===== config.mk =====
export PLATFORM = sky130hd
export DESIGN_NAME = rgb_linear_color_fader_top_flat
export DESIGN_NICKNAME = d
export VERILOG_FILES = /design/src/hdl/rlcf_pkg.sv /design/src/hdl/rlcf_if.sv /design/src/hdl/rlcf_lane.sv /design/src/hdl/rgb_linear_color_fader_top.sv /design/src/flat_wrapper.sv
export SDC_FILE = /design/constraint.sdc
export NUM_CORES = 2
export LEC_CHECK = 0
export BUFFER_PORTS_ARGS = -buffer_cell sky130_fd_sc_hd__buf_2
export CORE_UTILIZATION = 58
export DETAILED_ROUTE_END_ITERATION = 16
export GPL_ROUTABILITY_DRIVEN = 0
export HOLD_SLACK_MARGIN = 0.12
export PLACE_DENSITY = 0.78
export SYNTH_ARGS = -nofsm -noshare
export SYNTH_HDL_FRONTEND = slang
export SYNTH_HIERARCHICAL = 1
export SYNTH_SLANG_ARGS = --single-unit

===== constraint.sdc =====
create_clock -name clk -period 4.33 [get_ports clk]
set_clock_uncertainty 0.15 [all_clocks]
set_input_delay 0.2165 -clock clk [delete_from_list [all_inputs] [get_ports clk]]
set_output_delay 0.2165 -clock clk [all_outputs]
set_load 0.01 [all_outputs]

===== src/hdl/rlcf_pkg.sv =====
// rlcf_pkg: widths, codes, constants and lane structs of the rgb linear color fader
// used by every file of the block, depends on nothing
package rlcf_pkg;

    localparam int LVL_W     = 8;
    localparam int DELTA_W   = LVL_W + 1;
    localparam int STEPS_W   = 11;
    localparam int TICKS_W   = 16;
    localparam int CFG_W     = 16;
    localparam int CFG_IDX_W = 1;
    localparam int NUM_LANES = 3;
    localparam int PROD_W    = DELTA_W + STEPS_W;
    localparam int CNT_W     = $clog2(PROD_W);

    localparam logic [CFG_IDX_W-1:0] REG_STEPS      = 1'b0;
    localparam logic [CFG_IDX_W-1:0] REG_STEP_TICKS = 1'b1;

    localparam logic CMD_START = 1'b0;
    localparam logic CMD_TICK  = 1'b1;

    localparam logic [STEPS_W-1:0] STEPS_RESET = 11'd256;
    localparam logic [STEPS_W-1:0] MAX_STEPS   = 11'd1024;
    localparam logic [TICKS_W-1:0] TICKS_RESET = 16'd10;

    typedef struct packed {
        logic               start;
        logic [LVL_W-1:0]   from_lvl;
        logic [DELTA_W-1:0] delta;
        logic [STEPS_W-1:0] idx;
        logic [STEPS_W-1:0] div;
    } lane_req_t;

    typedef struct packed {
        logic             done;
        logic [LVL_W-1:0] level;
    } lane_rsp_t;

endpackage


===== src/hdl/rlcf_if.sv =====
// rlcf_if: valid/ready channel interfaces for fader items and results
// depends on rlcf_pkg
interface rlcf_in_if;
    logic                      valid;
    logic                      ready;
    logic                      cmd;
    logic [rlcf_pkg::LVL_W-1:0] from_red;
    logic [rlcf_pkg::LVL_W-1:0] from_green;
    logic [rlcf_pkg::LVL_W-1:0] from_blue;
    logic [rlcf_pkg::LVL_W-1:0] to_red;
    logic [rlcf_pkg::LVL_W-1:0] to_green;
    logic [rlcf_pkg::LVL_W-1:0] to_blue;

    modport source (output valid, cmd, from_red, from_green, from_blue,
                    to_red, to_green, to_blue, input ready);
    modport sink (input valid, cmd, from_red, from_green, from_blue,
                  to_red, to_green, to_blue, output ready);
endinterface

interface rlcf_out_if;
    logic                      valid;
    logic                      ready;
    logic [rlcf_pkg::LVL_W-1:0] red_level;
    logic [rlcf_pkg::LVL_W-1:0] green_level;
    logic [rlcf_pkg::LVL_W-1:0] blue_level;
    logic                      busy_res;
    logic                      finished;

    modport source (output valid, red_level, green_level, blue_level, busy_res, finished,
                    input ready);
    modport sink (input valid, red_level, green_level, blue_level, busy_res, finished,
                  output ready);
endinterface


===== src/hdl/rlcf_lane.sv =====
// rlcf_lane: one color channel, level = from + trunc(idx * delta / div)
// registered multiply then restoring divide one quotient bit per cycle; depends on rlcf_pkg
module rlcf_lane
(
    input  logic                clk,
    input  logic                rst_n,
    input  rlcf_pkg::lane_req_t req,
    output rlcf_pkg::lane_rsp_t rsp
);

    typedef enum logic [1:0] {PH_IDLE, PH_MUL, PH_DIV, PH_FIX} phase_t;

    localparam logic [rlcf_pkg::CNT_W-1:0] LAST_CNT = rlcf_pkg::CNT_W'(rlcf_pkg::PROD_W - 1);

    phase_t                               phase_reg;
    logic [rlcf_pkg::LVL_W-1:0]           from_reg;
    logic                                 neg_reg;
    logic [rlcf_pkg::DELTA_W-1:0]         mag_reg;
    logic [rlcf_pkg::STEPS_W-1:0]         idx_reg;
    logic [rlcf_pkg::STEPS_W-1:0]         div_reg;
    logic [rlcf_pkg::PROD_W-1:0]          prod_reg;
    logic [rlcf_pkg::STEPS_W-1:0]         rem_reg;
    logic [rlcf_pkg::CNT_W-1:0]           cnt_reg;
    logic [rlcf_pkg::LVL_W-1:0]           level_reg;
    logic                                 done_reg;

    logic [rlcf_pkg::STEPS_W:0]           rem_sh;
    logic                                 ge;
    logic [rlcf_pkg::STEPS_W:0]           rem_next;
    logic signed [rlcf_pkg::LVL_W+2:0]    qs;
    logic signed [rlcf_pkg::LVL_W+2:0]    sum;
    logic [rlcf_pkg::LVL_W-1:0]           level_next;

    always_comb
    begin
        rem_sh   = {rem_reg, prod_reg[rlcf_pkg::PROD_W-1]};
        ge       = rem_sh >= {1'b0, div_reg};
        rem_next = ge ? (rem_sh - {1'b0, div_reg}) : rem_sh;
        qs       = $signed({2'b00, prod_reg[rlcf_pkg::DELTA_W-1:0]});
        sum      = $signed({3'b000, from_reg}) + (neg_reg ? -qs : qs);
        if (sum < 0)
        begin
            level_next = '0;
        end
        else if (sum > $signed(11'sd255))
        begin
            level_next = '1;
        end
        else
        begin
            level_next = sum[rlcf_pkg::LVL_W-1:0];
        end
    end

    always_ff @(posedge clk or negedge rst_n)
    begin
        if (!rst_n)
        begin
            phase_reg <= PH_IDLE;
            from_reg  <= '0;
            neg_reg   <= 1'b0;
            mag_reg   <= '0;
            idx_reg   <= '0;
            div_reg   <= '0;
            prod_reg  <= '0;
            rem_reg   <= '0;
            cnt_reg   <= '0;
            level_reg <= '0;
            done_reg  <= 1'b0;
        end
        else
        begin
            done_reg <= 1'b0;
            case (phase_reg)
                PH_IDLE:
                begin
                    if (req.start)
                    begin
                        from_reg  <= req.from_lvl;
                        neg_reg   <= req.delta[rlcf_pkg::DELTA_W-1];
                        mag_reg   <= req.delta[rlcf_pkg::DELTA_W-1] ?
                                     (~req.delta + rlcf_pkg::DELTA_W'(1)) : req.delta;
                        idx_reg   <= req.idx;
                        div_reg   <= req.div;
                        phase_reg <= PH_MUL;
                    end
                end
                PH_MUL:
                begin
                    prod_reg  <= rlcf_pkg::PROD_W'(mag_reg) * rlcf_pkg::PROD_W'(idx_reg);
                    rem_reg   <= '0;
                    cnt_reg   <= '0;
                    phase_reg <= PH_DIV;
                end
                PH_DIV:
                begin
                    prod_reg <= {prod_reg[rlcf_pkg::PROD_W-2:0], ge};
                    rem_reg  <= rem_next[rlcf_pkg::STEPS_W-1:0];
                    cnt_reg  <= cnt_reg + rlcf_pkg::CNT_W'(1);
                    if (cnt_reg == LAST_CNT)
                    begin
                        phase_reg <= PH_FIX;
                    end
                end
                PH_FIX:
                begin
                    level_reg <= level_next;
                    done_reg  <= 1'b1;
                    phase_reg <= PH_IDLE;
                end
                default:
                begin
                    phase_reg <= PH_IDLE;
                end
            endcase
        end
    end

    assign rsp.done  = done_reg;
    assign rsp.level = level_reg;

endmodule


===== src/hdl/rgb_linear_color_fader_top.sv =====
// rgb_linear_color_fader_top: fade control, configuration registers, three channel lanes
// and the merge of their levels into the result register; depends on rlcf_pkg, rlcf_if, rlcf_lane
//
// Usage:
//   in_ch carries items: cmd start (load from/to colors, show the source color) or cmd tick.
//   out_ch returns exactly one result per item: three levels, busy_res and finished.
//   cfg_we / cfg_index / cfg_data write steps (index 0) and step_ticks (index 1);
//   write only while no item is in flight.
// Result timing and flow:
//   a start, an idle tick, a tick inside a step or the tick that ends the fade:
//   result appears in the cycle after the transfer.
//   a tick that moves to a new step: the result waits for the per-lane restoring divider
//   (start pulse, a multiply phase, 20 quotient bits, a fix-up phase and the merge).
//   one item is worked on at a time; the next transfer is taken once the result register
//   is empty or being drained.
// Reset: steps 256, step_ticks 10, fade idle, all levels dark, no result pending.
// Stall: while a result is pending and out_ch.ready is low, the result holds and in_ch.ready stays low.
module rgb_linear_color_fader_top
(
    input  logic                              clk,
    input  logic                              rst_n,
    rlcf_in_if.sink                           in_ch,
    rlcf_out_if.source                        out_ch,
    input  logic                              cfg_we,
    input  logic [rlcf_pkg::CFG_IDX_W-1:0]    cfg_index,
    input  logic [rlcf_pkg::CFG_W-1:0]        cfg_data
);

    typedef enum logic {ST_IDLE, ST_CALC} state_t;

    state_t                          state_reg;
    logic [rlcf_pkg::STEPS_W-1:0]    steps_reg;
    logic [rlcf_pkg::TICKS_W-1:0]    ticks_reg;
    logic [rlcf_pkg::LVL_W-1:0]      from_reg  [rlcf_pkg::NUM_LANES];
    logic [rlcf_pkg::DELTA_W-1:0]    delta_reg [rlcf_pkg::NUM_LANES];
    logic [rlcf_pkg::LVL_W-1:0]      level_reg [rlcf_pkg::NUM_LANES];
    logic [rlcf_pkg::STEPS_W-1:0]    step_reg;
    logic [rlcf_pkg::TICKS_W-1:0]    tick_reg;
    logic                            active_reg;
    logic                            start_reg;
    logic                            out_valid_reg;
    logic                            busy_out_reg;
    logic                            fin_out_reg;

    logic [rlcf_pkg::LVL_W-1:0]      in_from [rlcf_pkg::NUM_LANES];
    logic [rlcf_pkg::LVL_W-1:0]      in_to   [rlcf_pkg::NUM_LANES];
    rlcf_pkg::lane_req_t             lane_req [rlcf_pkg::NUM_LANES];
    rlcf_pkg::lane_rsp_t             lane_rsp [rlcf_pkg::NUM_LANES];
    logic [rlcf_pkg::NUM_LANES-1:0]  lane_done;

    logic [rlcf_pkg::STEPS_W-1:0]    eff_steps;
    logic [rlcf_pkg::TICKS_W-1:0]    eff_ticks;
    logic                            in_ready;
    logic                            in_xfer;
    logic                            out_xfer;
    logic [rlcf_pkg::TICKS_W-1:0]    tick_next;
    logic [rlcf_pkg::STEPS_W-1:0]    step_next;
    logic                            step_adv;

    assign in_from[0] = in_ch.from_red;
    assign in_from[1] = in_ch.from_green;
    assign in_from[2] = in_ch.from_blue;
    assign in_to[0]   = in_ch.to_red;
    assign in_to[1]   = in_ch.to_green;
    assign in_to[2]   = in_ch.to_blue;

    always_comb
    begin
        if (steps_reg == '0)
        begin
            eff_steps = rlcf_pkg::STEPS_W'(1);
        end
        else if (steps_reg > rlcf_pkg::MAX_STEPS)
        begin
            eff_steps = rlcf_pkg::MAX_STEPS;
        end
        else
        begin
            eff_steps = steps_reg;
        end
        eff_ticks = (ticks_reg == '0) ? rlcf_pkg::TICKS_W'(1) : ticks_reg;
        tick_next = tick_reg + rlcf_pkg::TICKS_W'(1);
        step_next = step_reg + rlcf_pkg::STEPS_W'(1);
        step_adv  = tick_next >= eff_ticks;
    end

    assign in_ready    = (state_reg == ST_IDLE) && (!out_valid_reg || out_ch.ready);
    assign in_xfer     = in_ch.valid && in_ready;
    assign out_xfer    = out_valid_reg && out_ch.ready;
    assign in_ch.ready = in_ready;

    genvar g;
    generate
        for (g = 0; g < rlcf_pkg::NUM_LANES; g++)
        begin : g_lane
            assign lane_req[g].start    = start_reg;
            assign lane_req[g].from_lvl = from_reg[g];
            assign lane_req[g].delta    = delta_reg[g];
            assign lane_req[g].idx      = step_reg;
            assign lane_req[g].div      = eff_steps;
            assign lane_done[g]         = lane_rsp[g].done;

            rlcf_lane u_lane
            (
                .clk   (clk),
                .rst_n (rst_n),
                .req   (lane_req[g]),
                .rsp   (lane_rsp[g])
            );
        end
    endgenerate

    // configuration
    always_ff @(posedge clk or negedge rst_n)
    begin
        if (!rst_n)
        begin
            steps_reg <= rlcf_pkg::STEPS_RESET;
            ticks_reg <= rlcf_pkg::TICKS_RESET;
        end
        else if (cfg_we)
        begin
            case (cfg_index)
                rlcf_pkg::REG_STEPS:      steps_reg <= cfg_data[rlcf_pkg::STEPS_W-1:0];
                rlcf_pkg::REG_STEP_TICKS: ticks_reg <= cfg_data[rlcf_pkg::TICKS_W-1:0];
                default:                  ;
            endcase
        end
    end

    // fade control and merge of lane levels
    always_ff @(posedge clk or negedge rst_n)
    begin
        if (!rst_n)
        begin
            state_reg     <= ST_IDLE;
            step_reg      <= '0;
            tick_reg      <= '0;
            active_reg    <= 1'b0;
            start_reg     <= 1'b0;
            out_valid_reg <= 1'b0;
            busy_out_reg  <= 1'b0;
            fin_out_reg   <= 1'b0;
            for (int c = 0; c < rlcf_pkg::NUM_LANES; c++)
            begin
                from_reg[c]  <= '0;
                delta_reg[c] <= '0;
                level_reg[c] <= '0;
            end
        end
        else
        begin
            start_reg <= 1'b0;
            if (out_xfer)
            begin
                out_valid_reg <= 1'b0;
            end
            case (state_reg)
                ST_IDLE:
                begin
                    if (in_xfer)
                    begin
                        if (in_ch.cmd == rlcf_pkg::CMD_START)
                        begin
                            for (int c = 0; c < rlcf_pkg::NUM_LANES; c++)
                            begin
                                from_reg[c]  <= in_from[c];
                                level_reg[c] <= in_from[c];
                                delta_reg[c] <= {1'b0, in_to[c]} - {1'b0, in_from[c]};
                            end
                            step_reg      <= '0;
                            tick_reg      <= '0;
                            active_reg    <= 1'b1;
                            out_valid_reg <= 1'b1;
                            busy_out_reg  <= 1'b1;
                            fin_out_reg   <= 1'b0;
                        end
                        else if (active_reg && step_adv)
                        begin
                            tick_reg <= '0;
                            step_reg <= step_next;
                            if (step_next >= eff_steps)
                            begin
                                active_reg    <= 1'b0;
                                out_valid_reg <= 1'b1;
                                busy_out_reg  <= 1'b0;
                                fin_out_reg   <= 1'b1;
                            end
                            else
                            begin
                                start_reg <= 1'b1;
                                state_reg <= ST_CALC;
                            end
                        end
                        else
                        begin
                            if (active_reg)
                            begin
                                tick_reg <= tick_next;
                            end
                            out_valid_reg <= 1'b1;
                            busy_out_reg  <= active_reg;
                            fin_out_reg   <= 1'b0;
                        end
                    end
                end
                ST_CALC:
                begin
                    if (&lane_done)
                    begin
                        for (int c = 0; c < rlcf_pkg::NUM_LANES; c++)
                        begin
                            level_reg[c] <= lane_rsp[c].level;
                        end
                        out_valid_reg <= 1'b1;
                        busy_out_reg  <= 1'b1;
                        fin_out_reg   <= 1'b0;
                        state_reg     <= ST_IDLE;
                    end
                end
                default:
                begin
                    state_reg <= ST_IDLE;
                end
            endcase
        end
    end

    assign out_ch.valid       = out_valid_reg;
    assign out_ch.red_level   = level_reg[0];
    assign out_ch.green_level = level_reg[1];
    assign out_ch.blue_level  = level_reg[2];
    assign out_ch.busy_res    = busy_out_reg;
    assign out_ch.finished    = fin_out_reg;

endmodule

===== src/flat_wrapper.sv =====
// flat-port wrapper written by rule: the top's interface ports become plain ports
module rgb_linear_color_fader_top_flat 
  (clk, rst_n, cfg_we, cfg_index, cfg_data, in_ch_valid, in_ch_cmd, in_ch_from_red, in_ch_from_green, in_ch_from_blue, in_ch_to_red, in_ch_to_green, in_ch_to_blue, in_ch_ready, out_ch_valid, out_ch_red_level, out_ch_green_level, out_ch_blue_level, out_ch_busy_res, out_ch_finished, out_ch_ready);
  rlcf_in_if in_ch_i ();
  rlcf_out_if out_ch_i ();
  input  logic clk;
  input  logic rst_n;
  input  logic cfg_we;
  input  logic [rlcf_pkg::CFG_IDX_W-1:0] cfg_index;
  input  logic [rlcf_pkg::CFG_W-1:0] cfg_data;
  input wire logic [$bits(in_ch_i.valid)-1:0] in_ch_valid;
  input wire logic [$bits(in_ch_i.cmd)-1:0] in_ch_cmd;
  input wire logic [$bits(in_ch_i.from_red)-1:0] in_ch_from_red;
  input wire logic [$bits(in_ch_i.from_green)-1:0] in_ch_from_green;
  input wire logic [$bits(in_ch_i.from_blue)-1:0] in_ch_from_blue;
  input wire logic [$bits(in_ch_i.to_red)-1:0] in_ch_to_red;
  input wire logic [$bits(in_ch_i.to_green)-1:0] in_ch_to_green;
  input wire logic [$bits(in_ch_i.to_blue)-1:0] in_ch_to_blue;
  output wire logic [$bits(in_ch_i.ready)-1:0] in_ch_ready;
  output wire logic [$bits(out_ch_i.valid)-1:0] out_ch_valid;
  output wire logic [$bits(out_ch_i.red_level)-1:0] out_ch_red_level;
  output wire logic [$bits(out_ch_i.green_level)-1:0] out_ch_green_level;
  output wire logic [$bits(out_ch_i.blue_level)-1:0] out_ch_blue_level;
  output wire logic [$bits(out_ch_i.busy_res)-1:0] out_ch_busy_res;
  output wire logic [$bits(out_ch_i.finished)-1:0] out_ch_finished;
  input wire logic [$bits(out_ch_i.ready)-1:0] out_ch_ready;
  assign in_ch_i.valid = in_ch_valid;
  assign in_ch_i.cmd = in_ch_cmd;
  assign in_ch_i.from_red = in_ch_from_red;
  assign in_ch_i.from_green = in_ch_from_green;
  assign in_ch_i.from_blue = in_ch_from_blue;
  assign in_ch_i.to_red = in_ch_to_red;
  assign in_ch_i.to_green = in_ch_to_green;
  assign in_ch_i.to_blue = in_ch_to_blue;
  assign in_ch_ready = in_ch_i.ready;
  assign out_ch_valid = out_ch_i.valid;
  assign out_ch_red_level = out_ch_i.red_level;
  assign out_ch_green_level = out_ch_i.green_level;
  assign out_ch_blue_level = out_ch_i.blue_level;
  assign out_ch_busy_res = out_ch_i.busy_res;
  assign out_ch_finished = out_ch_i.finished;
  assign out_ch_i.ready = out_ch_ready;
  rgb_linear_color_fader_top u_core (.clk(clk), .rst_n(rst_n), .in_ch(in_ch_i), .out_ch(out_ch_i), .cfg_we(cfg_we), .cfg_index(cfg_index), .cfg_data(cfg_data));
endmodule

==> out/qor.yml <==
setup_path:
  worst-r2r-setup-slack_ns: -0.29
  cp_common_cell: "fa_1"
  crit_buf_inv: 4
  end_kind: "flop"
  slowest_stage: "fa_1"
  reg2reg_depth: 16
  max_stage_delay_ns: 0.56
  crit_cells: 16
  critPathLaunchType: "flop"
  cp_cell_sequence: "nand2_1 -> fa_1 -> fa_1 -> inv_1 -> fa_1 -> inv_1 -> fa_1 -> inv_1 -> ha_4 -> o21a_1 -> o31a_1 -> buf_4 -> o21a_1 -> o21ai_1 -> or3b_4 -> a31oi_2"
  crit_required_ns: 4.68
  cp_max_fo: 8
  crit_family: "adder cells"
  arrival_ns: 4.97
  crit_type: "flop to flop"
sta:
  rsz0062_at_grt: "true"
  setup_viol: 27
  max_freq_ghz: 0.216
  worstMarginPinSlew_ns: 1.19
  post-route-min-period_ns: 4.62
  hold_viol: 0
  maxSlewHeadroom_pct: 21.0
  fin_crit_sh_pct: 107
  slew_viol_final: 0
  layout_setup_ws_ns: -0.295
finish:
  diodes: 0
  nFillCells: 3677
  multi_input_area_um2: 20600
  drive_above_1_share_pct: 22.7
  largest_reg_flops: 60
  nNetsFinal: 4227
  synthToLayoutAreaGrowth_pct: 19.5
  design_area_um2: 38100
  ff_latch_area_um2: 9970
global_route:
  grt_first_pass_wirelength_um: 134000
  grt_max_degree: 96
  grt_use_total_pct: 29.3
  antenna_found_initial: 0
  grt_pass1_vias: 26544
  overflow: 0
floorplan:
  io-pin-count: 99
  core_area_um2: 54000
  initial_utilization_pct: 59.0
  dieArea_um2: 55900
  chipHeight_um: 236
  std_cell_rows: 85
  fp.dieW_um: 236
logic_synthesis:
  ys_warn_count: 6
  seq_area_frac_synth_pct: 31.1
  async_reset_ff_share_pct: 100
  syn_area_um2: 31900
  yosysTopAreaCell: "dfrtp_1"
  synth_edf_count: 0
  avgSynthCellArea_um2: 9.41
  yosysMostFrequentCell: "inv_1"
  yosysTopAreaCellShare_pct: 30.8
  synth_fp_nets: 3912
  synth.distinct_cells: 109
  ys_top_cells_by_count: "448 x inv_1, 393 x dfrtp_1, 326 x nand2_1"
  synth_cells: 3389
  yosys-top-cells-area: "dfrtp_1 31%, fa_1 13%, ha_1 9.8%, inv_1 5.3%, mux2_2 4.4%"
  synth_top_flop_cell: "dfrtp_1"
  synth-seq-cells: 396
clock_network:
  cts_max_level: 2
  tritoncts: "built"
  path_clk_slew_ns: 0.06
  cts-root-buf: "clkbuf_16"
  cts_buffers: 45
  clk_latency_ns: 0.59
  cts_buffer_depth: 3
  cts.sinks: 396
routing:
  drt_first_iter_violations: 1828
  via_per_inst: 5.90
  dr.pass1.iters: 6
  drc_errors: 0
  routedWlPerCell_um: 18.5
  drt-total-wl_um: 82100
  vias: 26144
  antenna_left: 0
pwr:
  p_int_w: 0.00631
  pwr-share-seq_pct: 46.1
  switching_share_pct: 24.6
  leakage_nw: 18.8
  p_switching_w: 0.00206
  power.share.clock_pct: 46.5
  p_comb_share_pct: 7.4
  p_per_area_nw_per_um2: 220
  max-vdd-ir-drop_mv: 0.383
placed_design:
  port_buffers: 98
  dp.final_hpwl_um: 56000
  placed_area_um2: 34400
  dp_slack_ns: -0.305
flow_run:
  cap_violations: 0
outcome:
  outcome: "finished with violations"
  violations: "setup timing"
worst_hold_path:
  worstHoldPathType: "input port to async pin"
## power by group through the flow
stage / Sequential [W] / Combinational [W] / Clock [W]
floorplan: 0.00390 / 0.000292 / 0
global placement: 0.00392 / 0.000510 / 0
detailed placement: 0.00392 / 0.000523 / 0
CTS: 0.00386 / 0.000604 / 0.00392
global route: 0.00387 / 0.000680 / 0.00410
finish: 0.00386 / 0.000620 / 0.00389
## kinds of logic (layout without fill, tap and decap cells)
group	count (synthesis)	after routing	share of synthesized area, %
buf+inv	615	964	7.45
mux	182	182	6.20
xor+xnor	111	111	3.05
simple gates	952	952	14.9
flops	396	396	31.1
compound gates	681	681	14.9
fa+ha+maj	452	452	22.5
## worst min-delay path: cells and delay by family
kind                   cells  cell delay [ns]
buffers and inverters      3             1.05
## cells in the final DEF, fill, tap and decap left out, types with 38 or more instances in the layout
| cell | instances |
|---|---|
| inv_1 | 410 |
| dfrtp_1 | 344 |
| nand2_1 | 297 |
| ha_1 | 220 |
| buf_4 | 194 |
| fa_1 | 183 |
| nor2_1 | 155 |
| and2_1 | 140 |
| a21oi_1 | 131 |
| o21ai_0 | 129 |
| mux2_2 | 123 |
| buf_2 | 97 |
| dlygate4sd3_1 | 89 |
| nand3_1 | 65 |
| xnor2_1 | 63 |
| mux2i_1 | 58 |
| nor3_1 | 54 |
| o21a_1 | 49 |
| dfrtp_2 | 49 |
| clkbuf_16 | 46 |
| xor2_1 | 46 |
| buf_6 | 44 |
| inv_2 | 38 |
## stage by stage
| step | std cells | setup TNS, ns | utilization [%] | total power, W | hold slack (ns) |
|---|---|---|---|---|---|
| floorplan | 3389 | -0.110 | - | 0.00419 | -0.229 |
| global placement | 4196 | -3.09 | 63.6 | 0.00443 | 0.0840 |
| detailed placement | 4196 | -4.86 | 63.6 | 0.00445 | 0.0835 |
| CTS | 4409 | -1.65 | 69.6 | 0.00838 | 0.148 |
| global route | 4434 | -8.09 | 70.5 | 0.00864 | 0.185 |
| finish | 4434 | -3.98 | 70.5 | 0.00837 | 0.143 |
## final timing paths
check	startpoint	endpoint
max in group asynchronous	rst_n	u_core/g_lane[0].u_lane/rem_reg[2]$_DFFE_PN0P_
worst min-delay path	rst_n	u_core/from_reg[3]$_DFFE_PN0P_
worst min register to register	u_core/from_reg[8]$_DFFE_PN0P_	u_core/from_reg[8]$_DFFE_PN0P_
worst max register to register	u_core/g_lane[2].u_lane/idx_reg[5]$_DFFE_PN0P_	u_core/g_lane[2].u_lane/prod_reg[10]$_DFFE_PN0P_
worst max-delay path	u_core/g_lane[2].u_lane/idx_reg[5]$_DFFE_PN0P_	u_core/g_lane[2].u_lane/prod_reg[10]$_DFFE_PN0P_
min in group clk	cfg_we	u_core/steps_reg[6]$_DFFE_PN0P_
## final cells by class
class	count	share of cell area, %
Multi-Input combinational cell	2378	54.0
Sequential cell	396	26.2
Timing Repair Buffer	433	9.22
Inverter	450	4.43
Clock buffer	63	3.37
Tap cell	696	2.29
Clock inverter	18	0.512
## layer usage
metal | global-route usage, % | wire length [µm]
met5 | 0 | 0
met2 | 48.5 | 39100
met4 | 13.0 | 3690
met1 | 38.1 | 34600
met3 | 4.67 | 4770
## repair_timing
item	4_1_cts	5_1_grt
gates resized for setup	176	95
endpoints found under the setup margin	32	34
pin swaps	116	90
hold endpoints to repair	498	0
hold buffers	90	0
setup buffers	44	25
gates cloned	0	0
(Power assumes the default switching activity.)
